**src/sv/md5_pkg.sv**
```systemverilog
// Shared types, constants and round tables for the MD5 digest block.
`default_nettype none

package md5_pkg;

  // Initial chaining vector.
  localparam logic [31:0] IV_A = 32'h67452301;
  localparam logic [31:0] IV_B = 32'hefcdab89;
  localparam logic [31:0] IV_C = 32'h98badcfe;
  localparam logic [31:0] IV_D = 32'h10325476;

  // Padding marker byte and the word slots that carry the message length.
  localparam logic [31:0] PAD_MARK  = 32'h00000080;
  localparam logic [3:0]  LEN_LO_WD = 4'd14;
  localparam logic [3:0]  LEN_HI_WD = 4'd15;
  localparam logic [3:0]  LAST_WD   = 4'd15;
  localparam logic [1:0]  LAST_IDX  = 2'd3;

  // Message input item.
  typedef struct packed {
    logic [7:0] data_byte;
    logic       byte_valid;
    logic       end_of_message;
  } msg_t;

  // Digest output item.
  typedef struct packed {
    logic [31:0] digest_word;
    logic [1:0]  word_index;
    logic        last_word;
  } dig_t;

  // Word write from the front end into the block queue.
  typedef struct packed {
    logic        en;
    logic [3:0]  addr;
    logic [31:0] data;
    logic        push;
    logic        last_blk;
  } md5_wr_t;

  // Read request from the round engine into the block queue.
  typedef struct packed {
    logic [3:0] addr;
    logic       pop;
  } md5_rd_t;

  // State of the oldest queued block.
  typedef struct packed {
    logic valid;
    logic last_blk;
  } md5_head_t;

  // Round constant for each of the 64 rounds.
  function automatic logic [31:0] k_const(input logic [5:0] r);
    logic [31:0] k;
    case (r)
      6'd0:  k = 32'hd76aa478;  6'd1:  k = 32'he8c7b756;
      6'd2:  k = 32'h242070db;  6'd3:  k = 32'hc1bdceee;
      6'd4:  k = 32'hf57c0faf;  6'd5:  k = 32'h4787c62a;
      6'd6:  k = 32'ha8304613;  6'd7:  k = 32'hfd469501;
      6'd8:  k = 32'h698098d8;  6'd9:  k = 32'h8b44f7af;
      6'd10: k = 32'hffff5bb1;  6'd11: k = 32'h895cd7be;
      6'd12: k = 32'h6b901122;  6'd13: k = 32'hfd987193;
      6'd14: k = 32'ha679438e;  6'd15: k = 32'h49b40821;
      6'd16: k = 32'hf61e2562;  6'd17: k = 32'hc040b340;
      6'd18: k = 32'h265e5a51;  6'd19: k = 32'he9b6c7aa;
      6'd20: k = 32'hd62f105d;  6'd21: k = 32'h02441453;
      6'd22: k = 32'hd8a1e681;  6'd23: k = 32'he7d3fbc8;
      6'd24: k = 32'h21e1cde6;  6'd25: k = 32'hc33707d6;
      6'd26: k = 32'hf4d50d87;  6'd27: k = 32'h455a14ed;
      6'd28: k = 32'ha9e3e905;  6'd29: k = 32'hfcefa3f8;
      6'd30: k = 32'h676f02d9;  6'd31: k = 32'h8d2a4c8a;
      6'd32: k = 32'hfffa3942;  6'd33: k = 32'h8771f681;
      6'd34: k = 32'h6d9d6122;  6'd35: k = 32'hfde5380c;
      6'd36: k = 32'ha4beea44;  6'd37: k = 32'h4bdecfa9;
      6'd38: k = 32'hf6bb4b60;  6'd39: k = 32'hbebfbc70;
      6'd40: k = 32'h289b7ec6;  6'd41: k = 32'heaa127fa;
      6'd42: k = 32'hd4ef3085;  6'd43: k = 32'h04881d05;
      6'd44: k = 32'hd9d4d039;  6'd45: k = 32'he6db99e5;
      6'd46: k = 32'h1fa27cf8;  6'd47: k = 32'hc4ac5665;
      6'd48: k = 32'hf4292244;  6'd49: k = 32'h432aff97;
      6'd50: k = 32'hab9423a7;  6'd51: k = 32'hfc93a039;
      6'd52: k = 32'h655b59c3;  6'd53: k = 32'h8f0ccc92;
      6'd54: k = 32'hffeff47d;  6'd55: k = 32'h85845dd1;
      6'd56: k = 32'h6fa87e4f;  6'd57: k = 32'hfe2ce6e0;
      6'd58: k = 32'ha3014314;  6'd59: k = 32'h4e0811a1;
      6'd60: k = 32'hf7537e82;  6'd61: k = 32'hbd3af235;
      6'd62: k = 32'h2ad7d2bb;  6'd63: k = 32'heb86d391;
      default: k = 32'h0;
    endcase
    return k;
  endfunction

  // Left rotate amount, chosen by round group and round within the group of four.
  function automatic logic [4:0] rot_amt(input logic [5:0] r);
    logic [4:0] s;
    case ({r[5:4], r[1:0]})
      4'd0:  s = 5'd7;   4'd1:  s = 5'd12;  4'd2:  s = 5'd17;  4'd3:  s = 5'd22;
      4'd4:  s = 5'd5;   4'd5:  s = 5'd9;   4'd6:  s = 5'd14;  4'd7:  s = 5'd20;
      4'd8:  s = 5'd4;   4'd9:  s = 5'd11;  4'd10: s = 5'd16;  4'd11: s = 5'd23;
      4'd12: s = 5'd6;   4'd13: s = 5'd10;  4'd14: s = 5'd15;  4'd15: s = 5'd21;
      default: s = 5'd7;
    endcase
    return s;
  endfunction

  // Index of the message word consumed by a round.
  function automatic logic [3:0] msg_index(input logic [5:0] r);
    logic [3:0] r4;
    logic [3:0] g;
    r4 = r[3:0];
    case (r[5:4])
      2'd0:    g = r4;
      2'd1:    g = 4'(r4 * 4'd5 + 4'd1);
      2'd2:    g = 4'(r4 * 4'd3 + 4'd5);
      default: g = 4'(r4 * 4'd7);
    endcase
    return g;
  endfunction

  // 32-bit rotate left by a nonzero amount.
  function automatic logic [31:0] rotl(input logic [31:0] x, input logic [4:0] s);
    return (x << s) | (x >> (6'd32 - {1'b0, s}));
  endfunction

endpackage

`default_nettype wire

```
**src/sv/md5_front.sv**
```systemverilog
// Front end: packs message bytes into words and generates the padding and length.
`default_nettype none

module md5_front (
  input  wire logic            clk,
  input  wire logic            rst,
  input  wire logic            msg_valid,
  output logic                 msg_stall,
  input  md5_pkg::msg_t        msg,
  input  wire logic            full,
  output md5_pkg::md5_wr_t     wr
);
  import md5_pkg::*;

  typedef enum logic {ST_BYTE, ST_PAD} state_t;

  state_t      state;
  logic [63:0] bit_count;
  logic [31:0] acc;
  logic [3:0]  widx;
  logic        extra;
  logic        first;

  logic        take;
  logic [63:0] count_next;
  logic [31:0] byte_word;
  logic [3:0]  pad_word;
  logic [4:0]  lane_shift;

  // Items are taken only while collecting bytes and a block slot is free.
  assign msg_stall  = (state != ST_BYTE) || full;
  assign take       = msg_valid && !msg_stall;
  assign count_next = bit_count + 64'd8;
  assign lane_shift = {bit_count[4:3], 3'b000};
  assign byte_word  = acc | (32'(msg.data_byte) << lane_shift);
  assign pad_word   = msg.byte_valid ? count_next[8:5] : bit_count[8:5];

  // Word writes into the queue: completed byte words, then the padding words.
  always_comb begin
    wr = '0;
    case (state)
      ST_BYTE: begin
        if (take && msg.byte_valid && (bit_count[4:3] == 2'd3)) begin
          wr.en   = 1'b1;
          wr.addr = bit_count[8:5];
          wr.data = byte_word;
          wr.push = (bit_count[8:5] == LAST_WD);
        end
      end
      ST_PAD: begin
        if (!full) begin
          wr.en   = 1'b1;
          wr.addr = widx;
          if (first) begin
            wr.data = acc | (PAD_MARK << lane_shift);
          end else if (!extra && (widx == LEN_LO_WD)) begin
            wr.data = bit_count[31:0];
          end else if (!extra && (widx == LEN_HI_WD)) begin
            wr.data = bit_count[63:32];
          end else begin
            wr.data = '0;
          end
          wr.push     = (widx == LAST_WD);
          wr.last_blk = !extra;
        end
      end
      default: ;
    endcase
  end

  // Byte counting and padding sequence.
  always_ff @(posedge clk) begin
    if (rst) begin
      state     <= ST_BYTE;
      bit_count <= '0;
      acc       <= '0;
      widx      <= '0;
      extra     <= 1'b0;
      first     <= 1'b0;
    end else begin
      case (state)
        ST_BYTE: begin
          if (take) begin
            if (msg.byte_valid) begin
              bit_count <= count_next;
              acc       <= (bit_count[4:3] == 2'd3) ? '0 : byte_word;
            end
            if (msg.end_of_message) begin
              state <= ST_PAD;
              first <= 1'b1;
              widx  <= pad_word;
              // A marker in the last two words pushes the length into a second block.
              extra <= (pad_word >= LEN_LO_WD);
            end
          end
        end
        ST_PAD: begin
          if (!full) begin
            first <= 1'b0;
            acc   <= '0;
            widx  <= widx + 4'd1;
            if (widx == LAST_WD) begin
              extra <= 1'b0;
              if (!extra) begin
                state     <= ST_BYTE;
                bit_count <= '0;
              end
            end
          end
        end
        default: state <= ST_BYTE;
      endcase
    end
  end

endmodule

`default_nettype wire

```
**src/sv/md5_queue.sv**
```systemverilog
// Two-slot block queue between the front end and the round engine.
`default_nettype none

module md5_queue (
  input  wire logic           clk,
  input  wire logic           rst,
  input  md5_pkg::md5_wr_t    wr,
  output logic                full,
  input  md5_pkg::md5_rd_t    rd,
  output md5_pkg::md5_head_t  head,
  output logic [31:0]         rd_data
);
  import md5_pkg::*;

  logic [31:0] mem [32];
  logic [1:0]  count;
  logic        wr_slot;
  logic        rd_slot;
  logic [1:0]  last_flag;

  assign full          = (count == 2'd2);
  assign head.valid    = (count != 2'd0);
  assign head.last_blk = last_flag[rd_slot];

  // Block memory: one word written and one word read each cycle.
  always_ff @(posedge clk) begin
    if (wr.en) begin
      mem[{wr_slot, wr.addr}] <= wr.data;
    end
    rd_data <= mem[{rd_slot, rd.addr}];
  end

  // Slot pointers and occupancy.
  always_ff @(posedge clk) begin
    if (rst) begin
      count     <= '0;
      wr_slot   <= 1'b0;
      rd_slot   <= 1'b0;
      last_flag <= '0;
    end else begin
      if (wr.push) begin
        last_flag[wr_slot] <= wr.last_blk;
        wr_slot            <= !wr_slot;
      end
      if (rd.pop) begin
        rd_slot <= !rd_slot;
      end
      if (wr.push && !rd.pop) begin
        count <= count + 2'd1;
      end else if (!wr.push && rd.pop) begin
        count <= count - 2'd1;
      end
    end
  end

  // The front end never writes into an occupied slot.
  a_no_write_full: assert property (@(posedge clk) disable iff (rst) wr.en |-> !full)
    else $error("block write while both slots are occupied");

  // The round engine only releases a block that is present.
  a_no_pop_empty: assert property (@(posedge clk) disable iff (rst)
    rd.pop |-> (count != 2'd0))
    else $error("block released from an empty queue");

  // A push without a release adds exactly one block.
  a_push_count: assert property (@(posedge clk) disable iff (rst)
    (wr.push && !rd.pop) |=> (count == $past(count) + 2'd1))
    else $error("queue occupancy did not follow a push");

endmodule

`default_nettype wire

```
**src/sv/md5_round.sv**
```systemverilog
// Round engine: 64 rounds per block, chaining update and digest output register.
`default_nettype none

module md5_round (
  input  wire logic           clk,
  input  wire logic           rst,
  input  md5_pkg::md5_head_t  head,
  input  wire logic [31:0]    rd_data,
  output md5_pkg::md5_rd_t    rd,
  output logic                dig_valid,
  input  wire logic           dig_stall,
  output md5_pkg::dig_t       dig
);
  import md5_pkg::*;

  typedef enum logic [1:0] {ST_IDLE, ST_ROUND, ST_ADD, ST_OUT} state_t;

  state_t      state;
  logic [31:0] chain [4];
  logic [31:0] a, b, c, d;
  logic [5:0]  rnd;
  logic [1:0]  idx;

  logic [31:0] f;
  logic [31:0] sum;
  logic [31:0] rot;
  logic [1:0]  idx_next;

  // Round function for the current group.
  always_comb begin
    case (rnd[5:4])
      2'd0:    f = (b & c) | (~b & d);
      2'd1:    f = (d & b) | (c & ~d);
      2'd2:    f = b ^ c ^ d;
      default: f = c ^ (b | ~d);
    endcase
    sum = a + f + k_const(rnd) + rd_data;
    rot = rotl(sum, rot_amt(rnd));
  end

  // The message word for the next round is fetched during the current round, through the registered queue read.
  assign rd.addr  = (state == ST_ROUND) ? msg_index(6'(rnd + 6'd1)) : 4'd0;
  assign rd.pop   = (state == ST_ADD);
  assign idx_next = idx + 2'd1;

  always_ff @(posedge clk) begin
    if (rst) begin
      state     <= ST_IDLE;
      chain[0]  <= IV_A;
      chain[1]  <= IV_B;
      chain[2]  <= IV_C;
      chain[3]  <= IV_D;
      a         <= '0;
      b         <= '0;
      c         <= '0;
      d         <= '0;
      rnd       <= '0;
      idx       <= '0;
      dig_valid <= 1'b0;
      dig       <= '0;
    end else begin
      case (state)
        // Start a block as soon as one is queued.
        ST_IDLE: begin
          if (head.valid) begin
            a     <= chain[0];
            b     <= chain[1];
            c     <= chain[2];
            d     <= chain[3];
            rnd   <= '0;
            state <= ST_ROUND;
          end
        end
        // One round per cycle.
        ST_ROUND: begin
          a   <= d;
          d   <= c;
          c   <= b;
          b   <= b + rot;
          rnd <= rnd + 6'd1;
          if (rnd == 6'd63) begin
            state <= ST_ADD;
          end
        end
        // Fold the working words into the chain; the last block opens the digest.
        ST_ADD: begin
          chain[0] <= chain[0] + a;
          chain[1] <= chain[1] + b;
          chain[2] <= chain[2] + c;
          chain[3] <= chain[3] + d;
          if (head.last_blk) begin
            dig_valid       <= 1'b1;
            dig.digest_word <= chain[0] + a;
            dig.word_index  <= 2'd0;
            dig.last_word   <= 1'b0;
            idx             <= '0;
            state           <= ST_OUT;
          end else begin
            state <= ST_IDLE;
          end
        end
        // Hand out the four digest words, then restart from the initial vector.
        ST_OUT: begin
          if (!dig_stall) begin
            if (idx == LAST_IDX) begin
              dig_valid <= 1'b0;
              chain[0]  <= IV_A;
              chain[1]  <= IV_B;
              chain[2]  <= IV_C;
              chain[3]  <= IV_D;
              state     <= ST_IDLE;
            end else begin
              idx             <= idx_next;
              dig.digest_word <= chain[idx_next];
              dig.word_index  <= idx_next;
              dig.last_word   <= (idx_next == LAST_IDX);
            end
          end
        end
        default: state <= ST_IDLE;
      endcase
    end
  end

endmodule

`default_nettype wire

```
**src/sv/md5_message_digest.sv**
```systemverilog
// MD5 message digest engine, top level.
//
// The message channel (msg_valid, msg_stall, msg) takes one item per cycle
// while msg_stall is low: a message byte, an end-of-message mark, or both (the
// byte counts first). An item with neither flag is taken and ignored. The
// digest channel (dig_valid, dig_stall, dig) gives the four chaining words A,
// B, C, D, with last_word set on D, after the final block of each message.
// Bytes are packed into a two-slot block queue. For each 64-byte block the
// round engine takes a fetch step, 64 rounds at one round per cycle and one
// chaining add, and starts the next block only after that add; the front end
// stalls while both slots hold blocks and while it writes the padding.
// After the end mark the front end writes padding at one word per cycle while a
// slot is free, from the marker word through word 15, and through a second
// block when the length spills into one. The first digest word is registered
// in the final chaining add, and the rest follow one a cycle without a stall.
// A stall on the digest channel holds the current word; the front end keeps
// filling the queue meanwhile.
// Reset empties the queue, clears the byte count and loads the initial vector.
`default_nettype none

module md5_message_digest (
  input  wire logic     clk,
  input  wire logic     rst,
  input  wire logic     msg_valid,
  output logic          msg_stall,
  input  md5_pkg::msg_t msg,
  output logic          dig_valid,
  input  wire logic     dig_stall,
  output md5_pkg::dig_t dig
);
  import md5_pkg::*;

  md5_wr_t     wr;
  md5_rd_t     rd;
  md5_head_t   head;
  logic        full;
  logic [31:0] rd_data;

  md5_front u_front (
    .clk       (clk),
    .rst       (rst),
    .msg_valid (msg_valid),
    .msg_stall (msg_stall),
    .msg       (msg),
    .full      (full),
    .wr        (wr)
  );

  md5_queue u_queue (
    .clk     (clk),
    .rst     (rst),
    .wr      (wr),
    .full    (full),
    .rd      (rd),
    .head    (head),
    .rd_data (rd_data)
  );

  md5_round u_round (
    .clk       (clk),
    .rst       (rst),
    .head      (head),
    .rd_data   (rd_data),
    .rd        (rd),
    .dig_valid (dig_valid),
    .dig_stall (dig_stall),
    .dig       (dig)
  );

endmodule

`default_nettype wire
```
**config.mk**
```make
export PLATFORM = sky130hd
export DESIGN_NAME = md5_message_digest
export DESIGN_NICKNAME = d
export VERILOG_FILES = /design/src/sv/md5_pkg.sv /design/src/sv/md5_front.sv /design/src/sv/md5_queue.sv /design/src/sv/md5_round.sv /design/src/sv/md5_message_digest.sv
export SDC_FILE = /design/constraint.sdc
export NUM_CORES = 2
export LEC_CHECK = 0
export BUFFER_PORTS_ARGS = -buffer_cell sky130_fd_sc_hd__buf_4
export CAP_MARGIN = 20
export CORE_UTILIZATION = 50
export CTS_CLUSTER_SIZE = 30
export DETAILED_ROUTE_END_ITERATION = 10
export PLACE_DENSITY_LB_ADDON = 0.1
export SLEW_MARGIN = 20
export SYNTH_ARGS = -nofsm -noshare
export SYNTH_HDL_FRONTEND = slang
export SYNTH_HIERARCHICAL = 1
export SYNTH_SLANG_ARGS = --single-unit
```
**constraint.sdc**
```tcl
create_clock -name clk -period 9.43 [get_ports clk]
set_input_delay 0.943 -clock clk [delete_from_list [all_inputs] [get_ports clk]]
set_output_delay 0.943 -clock clk [all_outputs]
set_load 0.02 [all_outputs]
```
# [Word-level counts from Yosys, hierarchy flattened]
# Memory sizes are Yosys's and may differ from the RTL's. A register that Yosys moved wholly into a read port is not among the register bits.
# Index checks and enable logic that the tools add are counted.
[word_totals] mem_bits_ro=2128 inputBits=14 ff_bits=283 ramBits=1152 wordCells=234 mem_count=4 output_inout_bits=37
[classes] shift=4 order_cmp=4 eq_ne=27 n_addsub=17 mul=3 n_reduce_logical=30 n_bitwise=24 muxes=100
[memory_table] name="(no name shown)" depth=64 width=32 read_ports=1 rd_clocked_by_memory_dff=1 write_ports=0 line="md5_pkg.sv:57" rtl="case (r)"
[memory_table] name="u_queue.mem" depth=32 width=32 read_ports=1 rd_clocked_by_memory_dff=1 write_ports=1 line="md5_queue.sv:15" rtl="logic [31:0] mem [32];"
[memory_table] name="u_round.chain" depth=4 width=32 read_ports=5 rd_clocked_by_memory_dff=0 write_ports=4 line="md5_round.sv:19" rtl="logic [31:0] chain [4];"
[memory_table] name="(no name shown)" depth=16 width=5 read_ports=1 rd_clocked_by_memory_dff=1 write_ports=0 line="md5_pkg.sv:98" rtl="case ({r[5:4], r[1:0]})"
[op_table] operator="$mux 32" n=19
[op_table] operator="$mux 64" n=5
[op_table] operator="$pmux 32 s2" n=5
[op_table] operator="$add 32x32->32" n=8
[op_table] operator="$or 32x32->32" n=6
[op_table] operator="$and 32x32->32" n=4
[op_table] operator="$pmux 64 s2" n=1
[op_table] operator="$mux 35" n=3
[op_table] operator="$pmux 32 s3" n=1
[op_table] operator="$xor 32x32->32" n=3
[op_table] operator="$pmux 38 s2" n=1
[op_table] operator="$pmux 35 s2" n=1
[op_table] operator="$add 64x4->64 const B" n=1
[op_table] operator="$not 32->32" n=2
[op_table] operator="$mux 39" n=1
[op_table] operator="$mux 38" n=1
[op_table] operator="$shl 32x5->32" n=1
[op_table] operator="$shl 8x5->32" n=1
[op_table] operator="$shl 8x5->32 const A" n=1
[op_table] operator="$shr 32x6->32" n=1
[op_table] operator="$mux 1" n=31
[op_table] operator="$mux 4" n=7
[op_table] operator="$mux 2" n=10
[op_table] operator="$ne 2x2->1 const B" n=10
[op_table] operator="other kinds (36)" n=85

# [Longest topological paths before layout]
[logic_depth] depth_word=12 depth_mapped=38 depth_no_buf=35

# [Modules after synthesis]
# The synthesis kept the hierarchy.
[modules_own_cells] module="md5_queue" cells_each=2289 area_each_um2=40752.8 instances=1
[modules_own_cells] module="md5_round" cells_each=4275 area_each_um2=32616.3 instances=1
[modules_own_cells] module="md5_front" cells_each=719 area_each_um2=5504.0 instances=1

# [Worst setup path after synthesis]
# OpenSTA, ideal clock, no wires.
[synth_path] kind="register to register" start="register u_round.rnd[4]" end="register u_round.b[31]" path_buffers=3 setup_time_ps=103 path_stages_with_launch=37 path_slack_ps=1378 t_arrival_ps=7949 period_less_slack_ps=8052 required_ps=9327 path_cell_list="dfxtp_1 > clkbuf_1 > clkbuf_1 > clkbuf_1 > nor2b_1 > xnor2_1 > nor3_1 > o22ai_1 > fa_1 > fa_1 > inv_1 > ha_1 > inv_1 > fa_1 > nor2b_1 > o31ai_1 > a2111oi_2 > o21ai_0 > a211oi_1 > nor2_1 > a221oi_1 > o21ba_2 > o21ai_2 > mux2_2 > a221o_1 > ha_1 > a211oi_1 > nor2_1 > o21ai_0 > a21oi_1 > nor4bb_1 > nor2_1 > a41oi_1 > a211o_1 > xnor2_1 > nor4_1 > a2111oi_2"
[synth_via] elab_chain_cells=9 elab_cells_between_ends=12 cone_classes="add/sub (4); eq/ne (2); shift (2); mux (2); bitwise (1); reduce/logical (1)"
[synth_lines] item="start, declared" line="md5_round.sv:21" rtl="logic [5:0] rnd;"
[synth_lines] item="start signal, assigned" line="md5_round.sv:80" rtl="rnd <= rnd + 6'd1;"
[synth_lines] item="$eq 2x2->1 (tied with other cells)" line="md5_round.sv:31" rtl="case (rnd[5:4])"
[synth_lines] item="$pmux 32 s3 *" line="md5_round.sv:31"
[synth_lines] item="$add 32x32->32 * (3 in a row)" line="md5_round.sv:37" rtl="sum = a + f + k_const(rnd) + rd_data;"
[synth_lines] item="$shr 32x6->32 / $shl 32x5->32 (equally long branches)" line="md5_pkg.sv:124" rtl="return (x << s) | (x >> (6'd32 - {1'b0, s}));"
[synth_lines] item="$or 32x32->32 *" line="md5_pkg.sv:124"
[synth_lines] item="$add 32x32->32 *" line="md5_round.sv:79" rtl="b <= b + rot;"
[synth_lines] item="$pmux 32 s2 *" line="md5_round.sv:62" rtl="case (state)"
[synth_lines] item="end signal, assigned" line="md5_round.sv:67" rtl="b <= chain[1];"
[synth_lines] item="end signal, assigned" line="md5_round.sv:79"
[synth_lines] item="end, declared" line="md5_round.sv:20" rtl="logic [31:0] a, b, c, d;"
# Mark *: on every way between the ends. The rest lies on a longest branch, timed or not.
# A chain may end at the register's enable or synchronous reset.

# [Worst setup path after layout]
# Same ends and word-level chain as after synthesis.

==> results_dict.tcl <==
set metrics [dict create \
    synth.mux.area_fraction 0.0937 \
    internal_power_mw 17.5 \
    fin_crit_ns 8.92 \
    synth-async-reset-ratio 0 \
    holdWs_ns 0.465 \
    synth_cell_types 101 \
    avgSynthCellArea_um2 10.8 \
    finalHoldViolCount 0 \
    synth_edf_count 1088 \
    ir_drop_uv 285 \
    synth_top_family_by_area "compound AO/OA/AOI/OAI gates" \
    drv_slew 0 \
    holdPathStages 3 \
    cts_num_sinks 1499 \
    synth_compound_area_frac 0.152 \
    hp-start "msg[9]" \
    pwr-share-clk 0.200 \
    grt_pass1_wl_mm 380 \
    cts_max_level 4 \
    grt_usage 0.322 \
    nets 7545 \
    syn2layout_area_growth_pct 10.8 \
    p_leak_nw 30.3 \
    r2r_slack_ns 0.51 \
    start_kind "flop" \
    wl_met1_mm 106 \
    max_stage_delay_ns 0.53 \
    crit_top_cell "nor2_1" \
    synthFlopType "edfxtp_1" \
    crit_slowest_cell "mux4_2" \
    synth_top_area_frac 0.414 \
    syn_area_um2 78900 \
    vias 59700 \
    p_switching_mw 14.2 \
    cts.path.max_buffers 3 \
    wl_met2_mm 125 \
    io_pins 51 \
    dieWidth_um 399 \
    rows 145 \
    root_buffer "clkbuf_16" \
    post_cts_buffers 0 \
    synth_seq_area_share 0.519 \
    io_buffers 50 \
    antenna_cells 0 \
    yosysTopAreaCell "edfxtp_1" \
    critPathRequiredTime_ns 10.13 \
    coreArea_um2 156000 \
    drt_iter0_markers 6354 \
    power_density_nw_per_um2 362 \
    critPathCaptureType "flop" \
    rsz0062_at_grt "false" \
    drive_above_1_share 0.0965 \
    overflow 0 \
    p_seq_frac 0.253 \
    synth_warnings 6 \
    worst_pin_slew_ns 1.13 \
    whs_endpoint "u_front/acc[7]" \
    period_share 0.945 \
    wl_per_cell_um 27.7 \
    grt_pass1_vias 56700 \
    r2r_cells 33 \
    final_common_cell "edfxtp_1" \
    cap_violations 0 \
    wl_met3_mm 15.5 \
    numCtsBuffers 159 \
    ant_nets 0 \
    clk-insertion-delay-late_ns 0.81 \
    setup_violations 0 \
    arrival_ns 9.62 \
    antenna_found_initial 4 \
    p_sw_frac 0.448 \
    routed_via_density 6.32 \
    clk_pin_slew_worst_paths_ns 0.07 \
    layout_common_cells "edfxtp_1, nand2_1, mux2i_1, nor2_1, a21oi_1" \
    outcome "finished clean" \
    synthSimpleGateAreaFrac 0.120 \
    grt_max_degree 114 \
    fin_worst_skew_ns 0.0939 \
    r2r-end "u_round/b[31]" \
    fmax_mhz 112 \
    initial_core_util 0.504 \
    netlist_instances 7283 \
    synth_nets 7585 \
    hpwlAfterDp_mm 172 \
    synth_xor_area_frac 0.0266 \
    r2r_start "u_round/rnd[4]" \
    tns_ns 0 \
    relSlewSlack 0.250 \
    critPathMaxFanout 25 \
    ys_ff_latch 1499 \
    synthAdderAreaFrac 0.0521 \
    cts_tree "yes" \
    remaining_drc_errors 0 \
    drtPass1Iterations 9 \
    top_layer_used "met5" \
    p_comb_frac 0.547 \
    crit_type "flop to flop" \
    die_area_um2 159000 \
    globalplace.congestion 0.945 \
    ys_top_cells_by_area "edfxtp_1, dfxtp_1, mux2i_1, nand2_1, ha_1" \
    routed_wl_mm 261 \
    die_h_um 399 \
    holdCritPathClass "primary input to flop" \
]
critical path, delay by kind of cell, from the launching register on:
family	cells	cell delay, ns
xor+xnor	1	0.14
flops	1	0.41
mux	2	0.84
fa+ha+maj	4	1.61
simple gates	7	1.35
buf+inv	4	0.69
compound gates	15	3.78
how the worst max path moves through the flow:
stage,to,startpoint,slack (ns)
2_1_floorplan,u_round/b[31],u_round/rnd[4],1.38
3_3_place_gp,u_round/b[28],u_round/rnd[4],0.34
3_5_place_dp,u_round/b[28],u_round/rnd[5],0.19
4_1_cts,u_round/b[28],u_round/rnd[4],0.17
5_1_grt,u_round/b[31],u_round/rnd[4],0.01
6_report,u_round/b[31],u_round/rnd[4],0.51
flip-flops by register name, indices dropped and copies added, names as in the netlist, 2 cells and up, named ones only:
name and flops:
u_round/c 32, u_round/b 32, u_round/dig 35, u_queue/mem 1024, u_queue/last_flag 2, u_round/rnd 6, u_round/d 32, u_round/state 2
u_round/chain 128, u_front/acc 32, u_queue/count 2, u_front/bit_count 61, u_front/widx 4, u_round/a 32, u_queue/rd_data 32
area by class of cell:
type	instances	area [um2]
Inverter	245	920
Clock inverter	71	853
Clock buffer	227	4500
Multi-Input combinational cell	5091	35700
Sequential cell	1499	40900
Timing Repair Buffer	247	1970
Fill cell	13400	69000
Tap cell	2058	2570
stage by stage:
stage	cell area, um2	cells	power (mW)	setup WS [ns]	utilization
final	87400	9438	31.6	0.515	0.559
after global routing	87400	9438	33.3	0.0129	0.559
after CTS	87300	9437	31.3	0.170	0.558
after detailed placement	81900	9139	24.9	0.186	0.524
after global placement	81900	9138	24.9	0.336	0.524
after floorplan	78900	7283	19.5	1.38	-
layer usage:
metal | vias to the layer above | track usage
met5 | - | 0
met4 | 2 | 0.164
met3 | 527 | 0.0415
met2 | 2356 | 0.530
met1 | 29600 | 0.418
li1 | 27100 | -
cells in the mapped netlist, types with 64 or more instances:
library cell and n:
nor2_1 598, nor2b_1 73, nor3_1 159, a22o_1 77, fa_1 67, mux2i_1 586, a21oi_1 500, o21ai_0 261
a211oi_1 67, a311oi_1 142, inv_1 240, xnor2_1 127, a22oi_1 160, dfxtp_1 411, clkbuf_1 279, o22ai_1 64
a31oi_1 77, ha_1 221, nand3_1 198, xor2_1 111, a21o_1 88, edfxtp_1 1088, nand2_1 790
cell families (layout without fill, tap and decap cells):
family          count (synthesis)  count (layout)
xor+xnor                      239             239
simple gates                 2108            2108
buf+inv                       693             790
compound gates               1792            1792
flops                        1499            1499
mux                           664             664
fa+ha+maj                     288             288
repair_timing:
action | 4_1_cts | 5_1_grt
endpoints found under the hold margin | 0 | 0
hold buffers | 0 | 0
setup endpoints to repair | 0 | 6
gates resized for setup | 0 | 14
power groups by stage:
stage | registers [mW] | logic, mW | clock network [mW]
6_report | 7.99 | 17.3 | 6.33
4_1_cts | 7.98 | 16.9 | 6.44
5_1_grt | 8.01 | 18.6 | 6.68
2_1_floorplan | 7.80 | 11.7 | 0
3_3_place_gp | 8.11 | 16.8 | 0
3_5_place_dp | 8.12 | 16.8 | 0
Note: power is estimated with default switching activity, not from simulation.
